--- src/rtl/ccss_pkg.sv ---
// Shared types, codes and constants of the Collatz coefficient stopping scan.
package ccss_pkg;

    // Field widths
    localparam int CandW    = 64;
    localparam int TallyW   = 64;
    localparam int StepOutW = 12;
    localparam logic [StepOutW-1:0] StepMax = 12'd4095;

    // log3(2) as an unsigned 0.40 fixed-point fraction, truncated
    localparam int FracW = 40;
    localparam logic [FracW-1:0] LogRatio = 40'd693714600361;

    // Width of the walk value: guard limit plus room for one 3/2 step
    localparam int ValW = 128;

    // Queue between front and walker
    localparam int QueueDepth = 2;
    localparam int QueuePtrW  = 1;

    typedef enum logic [2:0] {
        VERDICT_HOLDS    = 3'd0,
        VERDICT_BAD      = 3'd1,
        VERDICT_HEADROOM = 3'd2,
        VERDICT_LENGTH   = 3'd3,
        VERDICT_SKIPPED  = 3'd4
    } verdict_t;

    typedef enum logic [1:0] {
        WALK_IDLE,
        WALK_STEP,
        WALK_DONE
    } walk_state_t;

    // Classified candidate travelling from front to walker
    typedef struct packed {
        logic [CandW-1:0] n;
        logic             below_two;
    } job_t;

    // Finished walk travelling from walker to tally stage
    typedef struct packed {
        verdict_t            verdict;
        logic [StepOutW-1:0] stop;
    } outcome_t;

endpackage

--- src/rtl/ccss_if.sv ---
// Valid/ready channel interfaces for candidate words and result words.
interface ccss_cand_if;
    logic                      valid;
    logic                      ready;
    logic [ccss_pkg::CandW-1:0] candidate;

    modport source (output valid, output candidate, input ready);
    modport sink   (input valid, input candidate, output ready);
endinterface

interface ccss_res_if;
    logic                         valid;
    logic                         ready;
    logic [2:0]                   verdict;
    logic [ccss_pkg::StepOutW-1:0] stop_step;
    logic [ccss_pkg::TallyW-1:0]   total_bad;
    logic [ccss_pkg::CandW-1:0]    earliest_bad;
    logic [ccss_pkg::StepOutW-1:0] largest_stop;
    logic [ccss_pkg::TallyW-1:0]   total_skip_headroom;
    logic [ccss_pkg::TallyW-1:0]   total_skip_length;

    modport source (output valid, output verdict, output stop_step, output total_bad,
                    output earliest_bad, output largest_stop, output total_skip_headroom,
                    output total_skip_length, input ready);
    modport sink   (input valid, input verdict, input stop_step, input total_bad,
                    input earliest_bad, input largest_stop, input total_skip_headroom,
                    input total_skip_length, output ready);
endinterface

--- src/rtl/ccss_front.sv ---
// Front stage: takes candidate words and classifies them for the walker.
module ccss_front (
    input  logic            clk,
    input  logic            rst_n,
    ccss_cand_if.sink       candidates,
    output ccss_pkg::job_t  job,
    output logic            job_valid,
    input  logic            job_ready
);

    logic           full_reg;
    ccss_pkg::job_t job_reg;
    logic           take;

    // Accept a new word whenever the holding register is empty or draining
    assign candidates.ready = !full_reg || job_ready;
    assign take             = candidates.valid && candidates.ready;

    always_ff @(posedge clk or negedge rst_n)
    begin
        if (!rst_n)
        begin
            full_reg <= 1'b0;
        end
        else if (candidates.ready)
        begin
            full_reg <= candidates.valid;
        end
    end

    // Hold the candidate and mark the ones below two
    always_ff @(posedge clk)
    begin
        if (take)
        begin
            job_reg.n         <= candidates.candidate;
            job_reg.below_two <= (candidates.candidate < 64'd2);
        end
    end

    assign job       = job_reg;
    assign job_valid = full_reg;

endmodule

--- src/rtl/ccss_queue.sv ---
// Short queue that decouples the front stage from the walker.
module ccss_queue (
    input  logic            clk,
    input  logic            rst_n,
    input  ccss_pkg::job_t  push_job,
    input  logic            push_valid,
    output logic            push_ready,
    output ccss_pkg::job_t  pop_job,
    output logic            pop_valid,
    input  logic            pop
);

    ccss_pkg::job_t                 slot_reg [ccss_pkg::QueueDepth];
    logic [ccss_pkg::QueuePtrW-1:0] wr_ptr_reg;
    logic [ccss_pkg::QueuePtrW-1:0] rd_ptr_reg;
    logic [ccss_pkg::QueuePtrW:0]   count_reg;
    logic                           do_push;
    logic                           do_pop;

    assign push_ready = (count_reg != (ccss_pkg::QueuePtrW+1)'(ccss_pkg::QueueDepth));
    assign pop_valid  = (count_reg != '0);
    assign do_push    = push_valid && push_ready;
    assign do_pop     = pop && pop_valid;
    assign pop_job    = slot_reg[rd_ptr_reg];

    // Advance pointers and occupancy
    always_ff @(posedge clk or negedge rst_n)
    begin
        if (!rst_n)
        begin
            wr_ptr_reg <= '0;
            rd_ptr_reg <= '0;
            count_reg  <= '0;
        end
        else
        begin
            if (do_push)
            begin
                wr_ptr_reg <= wr_ptr_reg + 1'b1;
            end
            if (do_pop)
            begin
                rd_ptr_reg <= rd_ptr_reg + 1'b1;
            end
            if (do_push && !do_pop)
            begin
                count_reg <= count_reg + (ccss_pkg::QueuePtrW+1)'(1);
            end
            else if (do_pop && !do_push)
            begin
                count_reg <= count_reg - (ccss_pkg::QueuePtrW+1)'(1);
            end
        end
    end

    // Store the incoming word
    always_ff @(posedge clk)
    begin
        if (do_push)
        begin
            slot_reg[wr_ptr_reg] <= push_job;
        end
    end

endmodule

--- src/rtl/ccss_walker.sv ---
// Walker: runs the shortcut map one step a cycle until the walk is decided, passes the guard or reaches the step limit.
module ccss_walker #(
    parameter int MAX_STEPS  = 4096,
    parameter int GUARD_BITS = 120
) (
    input  logic               clk,
    input  logic               rst_n,
    input  ccss_pkg::job_t     job,
    input  logic               job_valid,
    output logic               job_pop,
    output ccss_pkg::outcome_t outcome,
    output logic [ccss_pkg::CandW-1:0] outcome_n,
    output logic               outcome_valid,
    input  logic               outcome_ready
);

    localparam int StepW = $clog2(MAX_STEPS);
    localparam int AccW  = StepW + ccss_pkg::FracW;
    localparam int ValW  = ccss_pkg::ValW;

    ccss_pkg::walk_state_t       state_reg, state_next;
    logic [ValW-1:0]             val_reg, val_next;
    logic [ccss_pkg::CandW-1:0]  n_reg, n_next;
    logic [StepW-1:0]            k_reg, k_next;
    logic [StepW-1:0]            step_reg, step_next;
    logic [AccW-1:0]             acc_reg, acc_next;
    ccss_pkg::outcome_t          res_reg, res_next;

    logic [ValW-1:0]             val_step;
    logic [StepW-1:0]            k_step;
    logic [AccW-1:0]             acc_step;
    logic                        decided;
    logic                        over_guard;
    logic                        reach_n;
    logic                        last_step;
    logic [31:0]                 step_wide;
    logic [ccss_pkg::StepOutW-1:0] stop_sat;

    // One map step: v/2 for even v, v + v/2 + 1 for odd v
    always_comb
    begin
        if (val_reg[0])
        begin
            val_step = val_reg + (val_reg >> 1) + ValW'(1);
        end
        else
        begin
            val_step = val_reg >> 1;
        end
    end

    // Odd-step count against floor(L*log3(2)); k below the ceiling means k is at most the floor
    assign k_step     = k_reg + StepW'(val_reg[0]);
    assign acc_step   = acc_reg + AccW'(ccss_pkg::LogRatio);
    assign decided    = (k_step <= acc_step[AccW-1 -: StepW]);
    assign over_guard = ((val_step >> GUARD_BITS) != '0);
    assign reach_n    = (val_step >= {{(ValW-ccss_pkg::CandW){1'b0}}, n_reg});
    assign last_step  = (step_reg == StepW'(MAX_STEPS - 1));

    // Clip the step number to the twelve-bit report field
    assign step_wide = 32'(step_reg);
    assign stop_sat  = (step_wide > 32'(ccss_pkg::StepMax)) ? ccss_pkg::StepMax
                                                            : step_wide[ccss_pkg::StepOutW-1:0];

    // Sequence the walk
    always_comb
    begin
        state_next = state_reg;
        val_next   = val_reg;
        n_next     = n_reg;
        k_next     = k_reg;
        step_next  = step_reg;
        acc_next   = acc_reg;
        res_next   = res_reg;
        job_pop    = 1'b0;

        unique case (state_reg)
            ccss_pkg::WALK_IDLE:
            begin
                if (job_valid)
                begin
                    job_pop   = 1'b1;
                    n_next    = job.n;
                    val_next  = {{(ValW-ccss_pkg::CandW){1'b0}}, job.n};
                    k_next    = '0;
                    step_next = StepW'(1);
                    acc_next  = '0;
                    if (job.below_two)
                    begin
                        res_next.verdict = ccss_pkg::VERDICT_SKIPPED;
                        res_next.stop    = '0;
                        state_next       = ccss_pkg::WALK_DONE;
                    end
                    else
                    begin
                        state_next = ccss_pkg::WALK_STEP;
                    end
                end
            end

            ccss_pkg::WALK_STEP:
            begin
                val_next = val_step;
                k_next   = k_step;
                acc_next = acc_step;
                priority if (decided)
                begin
                    res_next.verdict = reach_n ? ccss_pkg::VERDICT_BAD : ccss_pkg::VERDICT_HOLDS;
                    res_next.stop    = stop_sat;
                    state_next       = ccss_pkg::WALK_DONE;
                end
                else if (over_guard)
                begin
                    res_next.verdict = ccss_pkg::VERDICT_HEADROOM;
                    res_next.stop    = '0;
                    state_next       = ccss_pkg::WALK_DONE;
                end
                else if (last_step)
                begin
                    res_next.verdict = ccss_pkg::VERDICT_LENGTH;
                    res_next.stop    = '0;
                    state_next       = ccss_pkg::WALK_DONE;
                end
                else
                begin
                    step_next = step_reg + StepW'(1);
                end
            end

            ccss_pkg::WALK_DONE:
            begin
                if (outcome_ready)
                begin
                    state_next = ccss_pkg::WALK_IDLE;
                end
            end

            default:
            begin
                state_next = ccss_pkg::WALK_IDLE;
            end
        endcase
    end

    always_ff @(posedge clk or negedge rst_n)
    begin
        if (!rst_n)
        begin
            state_reg <= ccss_pkg::WALK_IDLE;
        end
        else
        begin
            state_reg <= state_next;
        end
    end

    // Walk datapath registers
    always_ff @(posedge clk)
    begin
        val_reg  <= val_next;
        n_reg    <= n_next;
        k_reg    <= k_next;
        step_reg <= step_next;
        acc_reg  <= acc_next;
        res_reg  <= res_next;
    end

    assign outcome       = res_reg;
    assign outcome_n     = n_reg;
    assign outcome_valid = (state_reg == ccss_pkg::WALK_DONE);

endmodule

--- src/rtl/ccss_tally.sv ---
// Tally stage: keeps the running totals and holds the result word for the receiver.
module ccss_tally (
    input  logic               clk,
    input  logic               rst_n,
    input  ccss_pkg::outcome_t outcome,
    input  logic [ccss_pkg::CandW-1:0] outcome_n,
    input  logic               outcome_valid,
    output logic               outcome_ready,
    ccss_res_if.source         results
);

    logic                          out_valid_reg;
    ccss_pkg::verdict_t            verdict_reg;
    logic [ccss_pkg::StepOutW-1:0] stop_reg;
    logic [ccss_pkg::TallyW-1:0]   bad_reg, bad_next;
    logic [ccss_pkg::CandW-1:0]    first_reg, first_next;
    logic [ccss_pkg::StepOutW-1:0] max_reg, max_next;
    logic [ccss_pkg::TallyW-1:0]   head_reg, head_next;
    logic [ccss_pkg::TallyW-1:0]   len_reg, len_next;
    logic                          take;

    assign outcome_ready = !out_valid_reg || results.ready;
    assign take          = outcome_valid && outcome_ready;

    // Update the totals for the word being taken; totals stop at all ones
    always_comb
    begin
        bad_next   = bad_reg;
        first_next = first_reg;
        max_next   = max_reg;
        head_next  = head_reg;
        len_next   = len_reg;
        if (outcome.stop > max_reg)
        begin
            max_next = outcome.stop;
        end
        unique case (outcome.verdict)
            ccss_pkg::VERDICT_BAD:
            begin
                if (bad_reg != '1)
                begin
                    bad_next = bad_reg + ccss_pkg::TallyW'(1);
                end
                if (first_reg == '0)
                begin
                    first_next = outcome_n;
                end
            end
            ccss_pkg::VERDICT_HEADROOM:
            begin
                if (head_reg != '1)
                begin
                    head_next = head_reg + ccss_pkg::TallyW'(1);
                end
            end
            ccss_pkg::VERDICT_LENGTH:
            begin
                if (len_reg != '1)
                begin
                    len_next = len_reg + ccss_pkg::TallyW'(1);
                end
            end
            default:
            begin
            end
        endcase
    end

    always_ff @(posedge clk or negedge rst_n)
    begin
        if (!rst_n)
        begin
            out_valid_reg <= 1'b0;
            bad_reg       <= '0;
            first_reg     <= '0;
            max_reg       <= '0;
            head_reg      <= '0;
            len_reg       <= '0;
        end
        else
        begin
            if (outcome_ready)
            begin
                out_valid_reg <= outcome_valid;
            end
            if (take)
            begin
                bad_reg   <= bad_next;
                first_reg <= first_next;
                max_reg   <= max_next;
                head_reg  <= head_next;
                len_reg   <= len_next;
            end
        end
    end

    // Hold the per-item fields of the result word
    always_ff @(posedge clk)
    begin
        if (take)
        begin
            verdict_reg <= outcome.verdict;
            stop_reg    <= outcome.stop;
        end
    end

    assign results.valid               = out_valid_reg;
    assign results.verdict             = verdict_reg;
    assign results.stop_step           = stop_reg;
    assign results.total_bad           = bad_reg;
    assign results.earliest_bad        = first_reg;
    assign results.largest_stop        = max_reg;
    assign results.total_skip_headroom = head_reg;
    assign results.total_skip_length   = len_reg;

endmodule

--- src/rtl/collatz_coefficient_stopping_scan.sv ---
// Collatz coefficient stopping scan: one candidate word in, one result word out.
//
// Usage: each word on the candidates channel is one 64-bit n. For every candidate
// the block returns exactly one word on the results channel, in order, carrying the
// verdict, the stop step and the running totals as they stand after that candidate.
// Path: a candidate passes the front register and the two-entry queue, then the
// walker loads it, runs S map steps at one step a cycle and hands the result to
// the output register. S is the step at which the walk is decided, between 1 and
// MAX_STEPS-1; most candidates decide in one to three steps. Candidates below two
// skip the walk. The walker has a single 128-bit map-step unit and takes a new
// candidate only after it has handed its last result on.
// The front and queue keep taking candidates while the walker is busy, and the
// output register lets the walker finish the next item while a result waits.
// Reset clears all totals, the queue and the walker; the first result word follows
// the first accepted candidate. When the receiver holds ready low the result stays
// stable, the walker waits with its finished result and the queue fills, after
// which the candidates channel drops ready.
module collatz_coefficient_stopping_scan #(
    parameter int MAX_STEPS  = 4096,
    parameter int GUARD_BITS = 120
) (
    input  logic       clk,
    input  logic       rst_n,
    ccss_cand_if.sink  candidates,
    ccss_res_if.source results
);

    ccss_pkg::job_t             front_job;
    logic                       front_valid;
    logic                       front_ready;
    ccss_pkg::job_t             head_job;
    logic                       head_valid;
    logic                       head_pop;
    ccss_pkg::outcome_t         outcome;
    logic [ccss_pkg::CandW-1:0] outcome_n;
    logic                       outcome_valid;
    logic                       outcome_ready;

    // Accept and classify
    ccss_front u_front (
        .clk        (clk),
        .rst_n      (rst_n),
        .candidates (candidates),
        .job        (front_job),
        .job_valid  (front_valid),
        .job_ready  (front_ready)
    );

    // Decouple front and walker
    ccss_queue u_queue (
        .clk        (clk),
        .rst_n      (rst_n),
        .push_job   (front_job),
        .push_valid (front_valid),
        .push_ready (front_ready),
        .pop_job    (head_job),
        .pop_valid  (head_valid),
        .pop        (head_pop)
    );

    // Run the map
    ccss_walker #(
        .MAX_STEPS  (MAX_STEPS),
        .GUARD_BITS (GUARD_BITS)
    ) u_walker (
        .clk           (clk),
        .rst_n         (rst_n),
        .job           (head_job),
        .job_valid     (head_valid),
        .job_pop       (head_pop),
        .outcome       (outcome),
        .outcome_n     (outcome_n),
        .outcome_valid (outcome_valid),
        .outcome_ready (outcome_ready)
    );

    // Keep totals and present the result word; the walker still holds n while done
    ccss_tally u_tally (
        .clk           (clk),
        .rst_n         (rst_n),
        .outcome       (outcome),
        .outcome_n     (outcome_n),
        .outcome_valid (outcome_valid),
        .outcome_ready (outcome_ready),
        .results       (results)
    );

endmodule

--- src/flat_wrapper.sv ---
// flat-port wrapper written by rule: the top's interface ports become plain ports
module collatz_coefficient_stopping_scan_flat 
#(
    parameter int MAX_STEPS  = 4096,
    parameter int GUARD_BITS = 120
)
  (clk, rst_n, candidates_valid, candidates_candidate, candidates_ready, results_valid, results_verdict, results_stop_step, results_total_bad, results_earliest_bad, results_largest_stop, results_total_skip_headroom, results_total_skip_length, results_ready);
  ccss_cand_if candidates_i ();
  ccss_res_if results_i ();
  input  logic clk;
  input  logic rst_n;
  input wire logic [$bits(candidates_i.valid)-1:0] candidates_valid;
  input wire logic [$bits(candidates_i.candidate)-1:0] candidates_candidate;
  output wire logic [$bits(candidates_i.ready)-1:0] candidates_ready;
  output wire logic [$bits(results_i.valid)-1:0] results_valid;
  output wire logic [$bits(results_i.verdict)-1:0] results_verdict;
  output wire logic [$bits(results_i.stop_step)-1:0] results_stop_step;
  output wire logic [$bits(results_i.total_bad)-1:0] results_total_bad;
  output wire logic [$bits(results_i.earliest_bad)-1:0] results_earliest_bad;
  output wire logic [$bits(results_i.largest_stop)-1:0] results_largest_stop;
  output wire logic [$bits(results_i.total_skip_headroom)-1:0] results_total_skip_headroom;
  output wire logic [$bits(results_i.total_skip_length)-1:0] results_total_skip_length;
  input wire logic [$bits(results_i.ready)-1:0] results_ready;
  assign candidates_i.valid = candidates_valid;
  assign candidates_i.candidate = candidates_candidate;
  assign candidates_ready = candidates_i.ready;
  assign results_valid = results_i.valid;
  assign results_verdict = results_i.verdict;
  assign results_stop_step = results_i.stop_step;
  assign results_total_bad = results_i.total_bad;
  assign results_earliest_bad = results_i.earliest_bad;
  assign results_largest_stop = results_i.largest_stop;
  assign results_total_skip_headroom = results_i.total_skip_headroom;
  assign results_total_skip_length = results_i.total_skip_length;
  assign results_i.ready = results_ready;
  collatz_coefficient_stopping_scan #(.MAX_STEPS(MAX_STEPS), .GUARD_BITS(GUARD_BITS)) u_core (.clk(clk), .rst_n(rst_n), .candidates(candidates_i), .results(results_i));
endmodule
--- config.mk ---
export PLATFORM = sky130hd
export DESIGN_NAME = collatz_coefficient_stopping_scan_flat
export DESIGN_NICKNAME = d
export VERILOG_FILES = /design/src/rtl/ccss_pkg.sv /design/src/rtl/ccss_if.sv /design/src/rtl/ccss_front.sv /design/src/rtl/ccss_queue.sv /design/src/rtl/ccss_walker.sv /design/src/rtl/ccss_tally.sv /design/src/rtl/collatz_coefficient_stopping_scan.sv /design/src/flat_wrapper.sv
export SDC_FILE = /design/constraint.sdc
export NUM_CORES = 1
export LEC_CHECK = 0
export ABC_AREA = 1
export ABC_CLOCK_PERIOD_IN_PS = 18800
export BUFFER_PORTS_ARGS = -buffer_cell sky130_fd_sc_hd__buf_4
export CAP_MARGIN = 20
export CELL_PAD_IN_SITES_DETAIL_PLACEMENT = 1
export CELL_PAD_IN_SITES_GLOBAL_PLACEMENT = 2
export CORE_MARGIN = 2
export CORE_UTILIZATION = 39
export CTS_CLUSTER_DIAMETER = 40
export DETAILED_ROUTE_END_ITERATION = 10
export PLACE_DENSITY_LB_ADDON = 0.1
export SETUP_SLACK_MARGIN = 0.15
export SLEW_MARGIN = 20
export SYNTH_ARGS = -nofsm -noshare
export SYNTH_HDL_FRONTEND = slang
export SYNTH_SLANG_ARGS = --single-unit
--- constraint.sdc ---
create_clock -name clk -period 18.8 [get_ports clk]
set_input_delay 0 -clock clk [delete_from_list [all_inputs] [get_ports clk]]
set_output_delay 0 -clock clk [all_outputs]
set_load 0.05 [all_outputs]
## Yosys cells after proc, flatten, opt, wreduce, memory -nomap -nowiden

Memories as Yosys holds them, arrays and structs flattened.
Cells that the tools add are included.

| storage, ports and cells | value |
|---|---|
| input port bits | 68 |
| logic and storage cells | 118 |
| memories | 1 |
| register bits after elaboration | 639 |
| RAM bits | 130 |
| output and inout bits | 285 |

| cells by class | value |
|---|---|
| add/sub/neg operators | 12 |
| eq/ne operators | 17 |
| multiplexer cells | 33 |
| $lt $le $gt $ge | 5 |
| reduce and logical (&&, ||, !) cells | 28 |

Memories:

| name | depth | bits a word | rd ports | clocked after memory_dff | wr ports | line | text |
|---|---|---|---|---|---|---|---|
| u_core.u_queue.slot_reg | 2 | 65 | 1 | 0 | 1 | ccss_queue.sv:13 | `ccss_pkg::job_t slot_reg [ccss_pkg::QueueDepth];` |

Operators with widths:

| cell | number |
|---|---|
| $mux W128 | 2 |
| $pmux W128 S2 | 1 |
| $add A64 B1 Y64 const B | 3 |
| $ne A64 B64 Y1 const B | 3 |
| $add A128 B1 Y128 const B | 1 |
| $add A128 B127 Y128 | 1 |
| $ge A128 B64 Y1 | 1 |
| $reduce_bool A128 Y1 | 1 |
| $pmux W52 S2 | 1 |
| $mux W15 | 5 |
| $mux W12 | 6 |
| $logic_not A64 Y1 | 1 |
| $lt A64 B2 Y1 const B | 1 |
| $add A52 B40 Y52 const B | 1 |
| $mux W52 | 1 |
| $pmux W12 S2 | 2 |
| $pmux W15 S2 | 1 |
| $mux W2 | 8 |
| $reduce_and A3 Y1 | 5 |
| $add A12 B1 Y12 | 1 |
| $add A12 B1 Y12 const B | 1 |
| $eq A12 B12 Y1 const B | 1 |
| $gt A12 B12 Y1 | 1 |
| $gt A12 B12 Y1 const B | 1 |
| other kinds (21) | 45 |

## Logic depth before layout (Yosys ltp)

| depth | value |
|---|---|
| depth in word-level cells | 7 |
| mapped depth | 37 |
| depth with buffers taken out | 36 |

## By module

Synthesis repeated with hierarchy kept, for this count alone.

| unflattened totals | value |
|---|---|
| cell total of the unflattened synthesis | 8019 |
| area total of the unflattened synthesis | 54350.9 µm² |

Modules (own cells, without submodules):

| module | seq. area each (µm²) | area each (µm²) | cells an instance | times used |
|---|---|---|---|---|
| ccss_walker | 8548.2 | 29385.7 | 4811 | 1 |
| ccss_tally | 7181.9 | 17661.9 | 2673 | 1 |
| ccss_queue | 4003.8 | 4936.0 | 368 | 1 |
| ccss_front | 1976.9 | 2367.3 | 167 | 1 |

## Worst setup path after synthesis

No wires, ideal clock.

| timing | value |
|---|---|
| path kind | flip-flop to flip-flop |
| start | reg u_core.u_walker.state_reg[0] |
| end | reg u_core.u_walker.res_reg (netlist bit u_core.u_walker.outcome[0]), enable pin |
| period minus slack after synthesis | 9.235 ns |
| arrival time | 8.849 ns |
| path buffers | 0 |
| cell stages (with the launch flop) | 8 |
| setup slack | 9.565 ns |
| setup time | 0.387 ns |
| required time | 18.413 ns |
| cells stage by stage | dfrtp_1 -> nor2_1 -> inv_1 -> a21oi_1 -> nor2_1 -> inv_1 -> nand2_1 -> nor2_1 |

| on the way | value |
|---|---|
| longest elaborated chain between the ends | 3 |
| elaborated cells between the ends (all ways) | 7 |
| classes of those cells | eq/ne (4); reduce/logical (3) |

Ends and longest elaborated chain:

| item | line | text |
|---|---|---|
| start: declaration | ccss_walker.sv:21 | `ccss_pkg::walk_state_t state_reg, state_next;` |
| start signal: assignment | ccss_walker.sv:149 | `state_reg <= ccss_pkg::WALK_IDLE;` |
| start signal: assignment | ccss_walker.sv:153 | `state_reg <= state_next;` |
| $eq A2 B1 Y1 or $logic_not A2 Y1 (tied branches) | ccss_walker.sv:77 | `unique case (state_reg)` |
| $ne A4 B4 Y1 (no line) (tied with other cells) | -- |  |
| $reduce_and A4 Y1 (no line) (*) | -- |  |
| end signal: assignment | ccss_walker.sv:165 | `res_reg <= res_next;` |
| end: declaration | ccss_walker.sv:27 | `ccss_pkg::outcome_t res_reg, res_next;` |

Mark *: on every way between the ends. The rest lies on a longest branch, timed or not.
A chain may end at the register's enable or synchronous reset.

## Worst setup path after layout

| timing | value |
|---|---|
| start | reg u_core.u_walker.val_reg[0] |
| end | reg u_core.u_walker.res_reg (netlist bit u_core.u_walker.outcome[12]), data pin |

| on the way | value |
|---|---|
| longest elaborated chain between the ends | 7 |
| elaborated cells between the ends (all ways) | 11 |
| classes of those cells | add/sub (3); order compare (2); mux (5); reduce/logical (1) |

Ends and longest elaborated chain:

| item | line | text |
|---|---|---|
| start: declaration | ccss_walker.sv:22 | `logic [ValW-1:0] val_reg, val_next;` |
| start signal: assignment | ccss_walker.sv:160 | `val_reg <= val_next;` |
| $add A128 B127 Y128 | ccss_walker.sv:44 | `val_step = val_reg + (val_reg >> 1) + ValW'(1);` |
| $add A128 B1 Y128 | ccss_walker.sv:44 |  |
| $mux W128 | ccss_walker.sv:42 | `if (val_reg[0])` |
| $ge A128 B64 Y1 or $reduce_bool A128 Y1 (tied branches) | ccss_walker.sv:57, ccss_walker.sv:56 |  |
| $mux W1 or $mux W15 (tied branches) | ccss_walker.sv:108, ccss_walker.sv:112 |  |
| $mux W15 (*) | ccss_walker.sv:106 | `priority if (decided)` |
| $pmux W15 S2 (*) | ccss_walker.sv:77 |  |

Marks and branches as above.

==> results.sh <==
export IMPL_slowest_delay_ns=0.41
export IMPL_ys_flop_type="edfxtp_1"
export IMPL_avgViaCountPerCell=5.10
export IMPL_hold_path_startpoint="candidates_candidate[50]"
export IMPL_io_buffer_count=352
export IMPL_worstPathMaxFanout=66
export IMPL_fill_cells=15800
export IMPL_relSlewSlack=0.313
export IMPL_path_class="reg2reg"
export IMPL_syn_inst=6706
export IMPL_synth_seq_cells=769
export IMPL_min_period_ns=5.41
export IMPL_largest_reg_flops=130
export IMPL_slowest_stage="buf_4"
export IMPL_io_pins=353
export IMPL_yosysSeqAreaShare=0.431
export IMPL_dieArea_mm2=0.132
export IMPL_htreeDepth=4
export IMPL_worstReg2RegEnd="u_core.u_walker.outcome[12]$_SDFFCE_PN0P_"
export IMPL_mostFrequentLayoutCells="2,049 x nand2_1, 1,249 x inv_1, 576 x nor2_1"
export IMPL_vias=46100
export IMPL_cpMostUsedCell="nand2_1"
export IMPL_crit_path_end_kind="flop"
export IMPL_syn_area_per_cell_um2=7.50
export IMPL_cts_max_path_buffers=3
export IMPL_synth_enable_flop_cells=493
export IMPL_worstSetupStartpointType="flop"
export IMPL_fin_crit_sh=0.288
export IMPL_synth_area_mm2=0.0503
export IMPL_ys_warn_count=0
export IMPL_async_flop_share=0.359
export IMPL_cts_post_setup_buffers_inserted=0
export IMPL_row_count=131
export IMPL_dp_hpwl_mm=154
export IMPL_yosys_area_top_type="edfxtp_1"
export IMPL_hold_end="u_core.u_front.job[51]$_DFFE_PP_"
export IMPL_p_leak_nw=30.0
export IMPL_synth_fp_nets=6997
export IMPL_fin_util=0.479
export IMPL_grt_pass1_wl_mm=294
export IMPL_route_detailed_drc=0
export IMPL_final_max_slew_viol_count=0
export IMPL_die_w_um=363
export IMPL_fin_tns_setup_ns=0
export IMPL_fmax_ghz=0.185
export IMPL_fp_dieH_um=363
export IMPL_final_common_cell="nand2_1"
export IMPL_synth_area_leaders="edfxtp_1 29%, nand2_1 15%, dfrtp_1 14%, inv_1 9.3%, ha_1 5.5%"
export IMPL_cts_buffers=137
export IMPL_total_power_w=0.0122
export IMPL_worst_slew_pin_slew_ns=1.03
export IMPL_ant_nets=0
export IMPL_drt_total_wl_mm=195
export IMPL_clock_root_buffer="clkbuf_16"
export IMPL_rsz0062_at_grt="no"
export IMPL_outcome="complete, no violations"
export IMPL_critPathArrivalTime_ns=5.92
export IMPL_rr_startpoint="u_core.u_walker.val_reg[0]$_DFFE_PP_"
export IMPL_grt_max_degree=134
export IMPL_wl_per_cell_um=21.5
export IMPL_drv_cap=0
export IMPL_syn_to_final_growth_pct=21.6
export IMPL_grt_usage=0.294
export IMPL_cts_sinks=769
export IMPL_path_clk_slew_ns=0.06
export IMPL_clock_skew_ns=0.0701
export IMPL_holdCritPathClass="in2reg"
export IMPL_clock_latency_ns=0.78
export IMPL_core_area_mm2=0.128
export IMPL_start_util=0.394
export IMPL_drt_initial_drc_count=2900
export IMPL_place_gp_congestion=0.975
export IMPL_whs_path_depth=2
export IMPL_antenna_found_initial=12
export IMPL_yosys_area_top_type_share=0.294
export IMPL_powerDensity_mw_per_mm2=200
export IMPL_drive_gt1_frac=0.112
export IMPL_ys_types=64
export IMPL_final_hold_viol_count=0
export IMPL_vdd_drop_max_mv=0.118
export IMPL_fin_nets=7550
export IMPL_overflow=0
export IMPL_cts_tree="built"
export IMPL_reg2reg_depth=31
export IMPL_crit_required_ns=19.30
export IMPL_r2r_slack_ns=13.39
export IMPL_finalSetupViolCount=0
export IMPL_grt_pass1_vias=48500
export IMPL_firstDrtPassIters=5
-- Yosys cell counts (7+ instances only) --
master / n
edfxtp_1: 493
nor3_1: 142
nand2_2: 19
inv_2: 23
nor2_1: 579
buf_1: 7
clkbuf_1: 74
nand3b_1: 13
or2_2: 77
inv_1: 1251
a21oi_1: 256
nor3_2: 12
nor2_4: 12
nand4_1: 94
nand2_1: 2049
ha_1: 222
nor2_2: 19
o21bai_1: 75
xnor2_1: 103
nor4_1: 94
xor2_1: 168
nand3_1: 248
dfrtp_1: 276
o21ai_0: 302
nor4_2: 8
-- cells by family after synthesis --
family,synth area share
xor+xnor,0.0472
flops,0.431
compound gates,0.0719
simple gates,0.291
fa+ha+maj,0.0556
buf+inv,0.103
-- worst max-delay path: cells and delay by family (launching register included) --
family	cells	cell delay, ns
buffers and inverters	4	0.93
adders and majority gates	2	0.65
and+or+nand+nor	21	2.53
xor gates and xnor gates	1	0.12
AOI/OAI and AO/OA	3	0.59
DFF	1	0.32
-- per-layer routing --
metal  track usage  up-vias  share of wire
met5             0        -        0.00012
met3        0.0520      296          0.049
met2         0.488      992           0.47
met4         0.108        4          0.038
li1              -    22400              -
met1         0.381    22400           0.45
-- how the worst max path moves through the flow --
stage / from / end / cells after the start
after CTS: u_core.u_walker.val_reg[0]$_DFFE_PP_ / u_core.u_walker.outcome[12]$_SDFFCE_PN0P_ / 31
after detailed placement: u_core.u_walker.val_reg[0]$_DFFE_PP_ / u_core.u_walker.outcome[12]$_SDFFCE_PN0P_ / 31
after global routing: u_core.u_walker.val_reg[0]$_DFFE_PP_ / u_core.u_walker.outcome[12]$_SDFFCE_PN0P_ / 31
after floorplan: u_core.u_walker.state_reg[0]$_DFFE_PN0P_ / u_core.u_walker.outcome[0]$_SDFFCE_PN0P_ / 7
after global placement: u_core.u_walker.val_reg[0]$_DFFE_PP_ / u_core.u_walker.outcome[12]$_SDFFCE_PN0P_ / 31
final: u_core.u_walker.val_reg[0]$_DFFE_PP_ / u_core.u_walker.outcome[12]$_SDFFCE_PN0P_ / 31
-- through the flow --
step,std cells,hold slack [ns],worst slack (ns),instance area [µm²]
floorplan,6706,-0.296,9.56,50300
global placement,8656,0.0163,13.42,54900
detailed placement,8656,0.0193,13.23,54900
CTS,9035,0.000223,13.23,61200
global route,9042,0.0236,12.86,61200
finish,9042,0.0517,13.39,61200
-- where the power goes --
part | total [W] | switching [W] | leakage (nW) | internal [W]
clock network | 0.00267 | 0.00101 | 2.38 | 0.00166
registers | 0.00289 | 0.000348 | 8.23 | 0.00254
logic | 0.00667 | 0.00476 | 19.4 | 0.00191
total | 0.0122 | 0.00611 | 30.0 | 0.00612
-- repair_timing --
action | CTS | global route
hold buffers | 126 | 0
hold endpoints to repair | 202 | 0
resized for setup | 0 | 0
-- layout make-up --
cell class | instances | area [µm²] | area share
inverter | 1281 | 4830 | 0.0789
clock buffer | 157 | 3610 | 0.0589
clock inverter | 96 | 1360 | 0.0223
sequential | 769 | 21700 | 0.355
tap | 1662 | 2080 | 0.0340
multi-input combinational | 4571 | 23500 | 0.384
antenna | 7 | 17.5 | 0.000286
timing repair buffer | 499 | 4100 | 0.0670
Note: power is estimated with default switching activity, not from simulation.
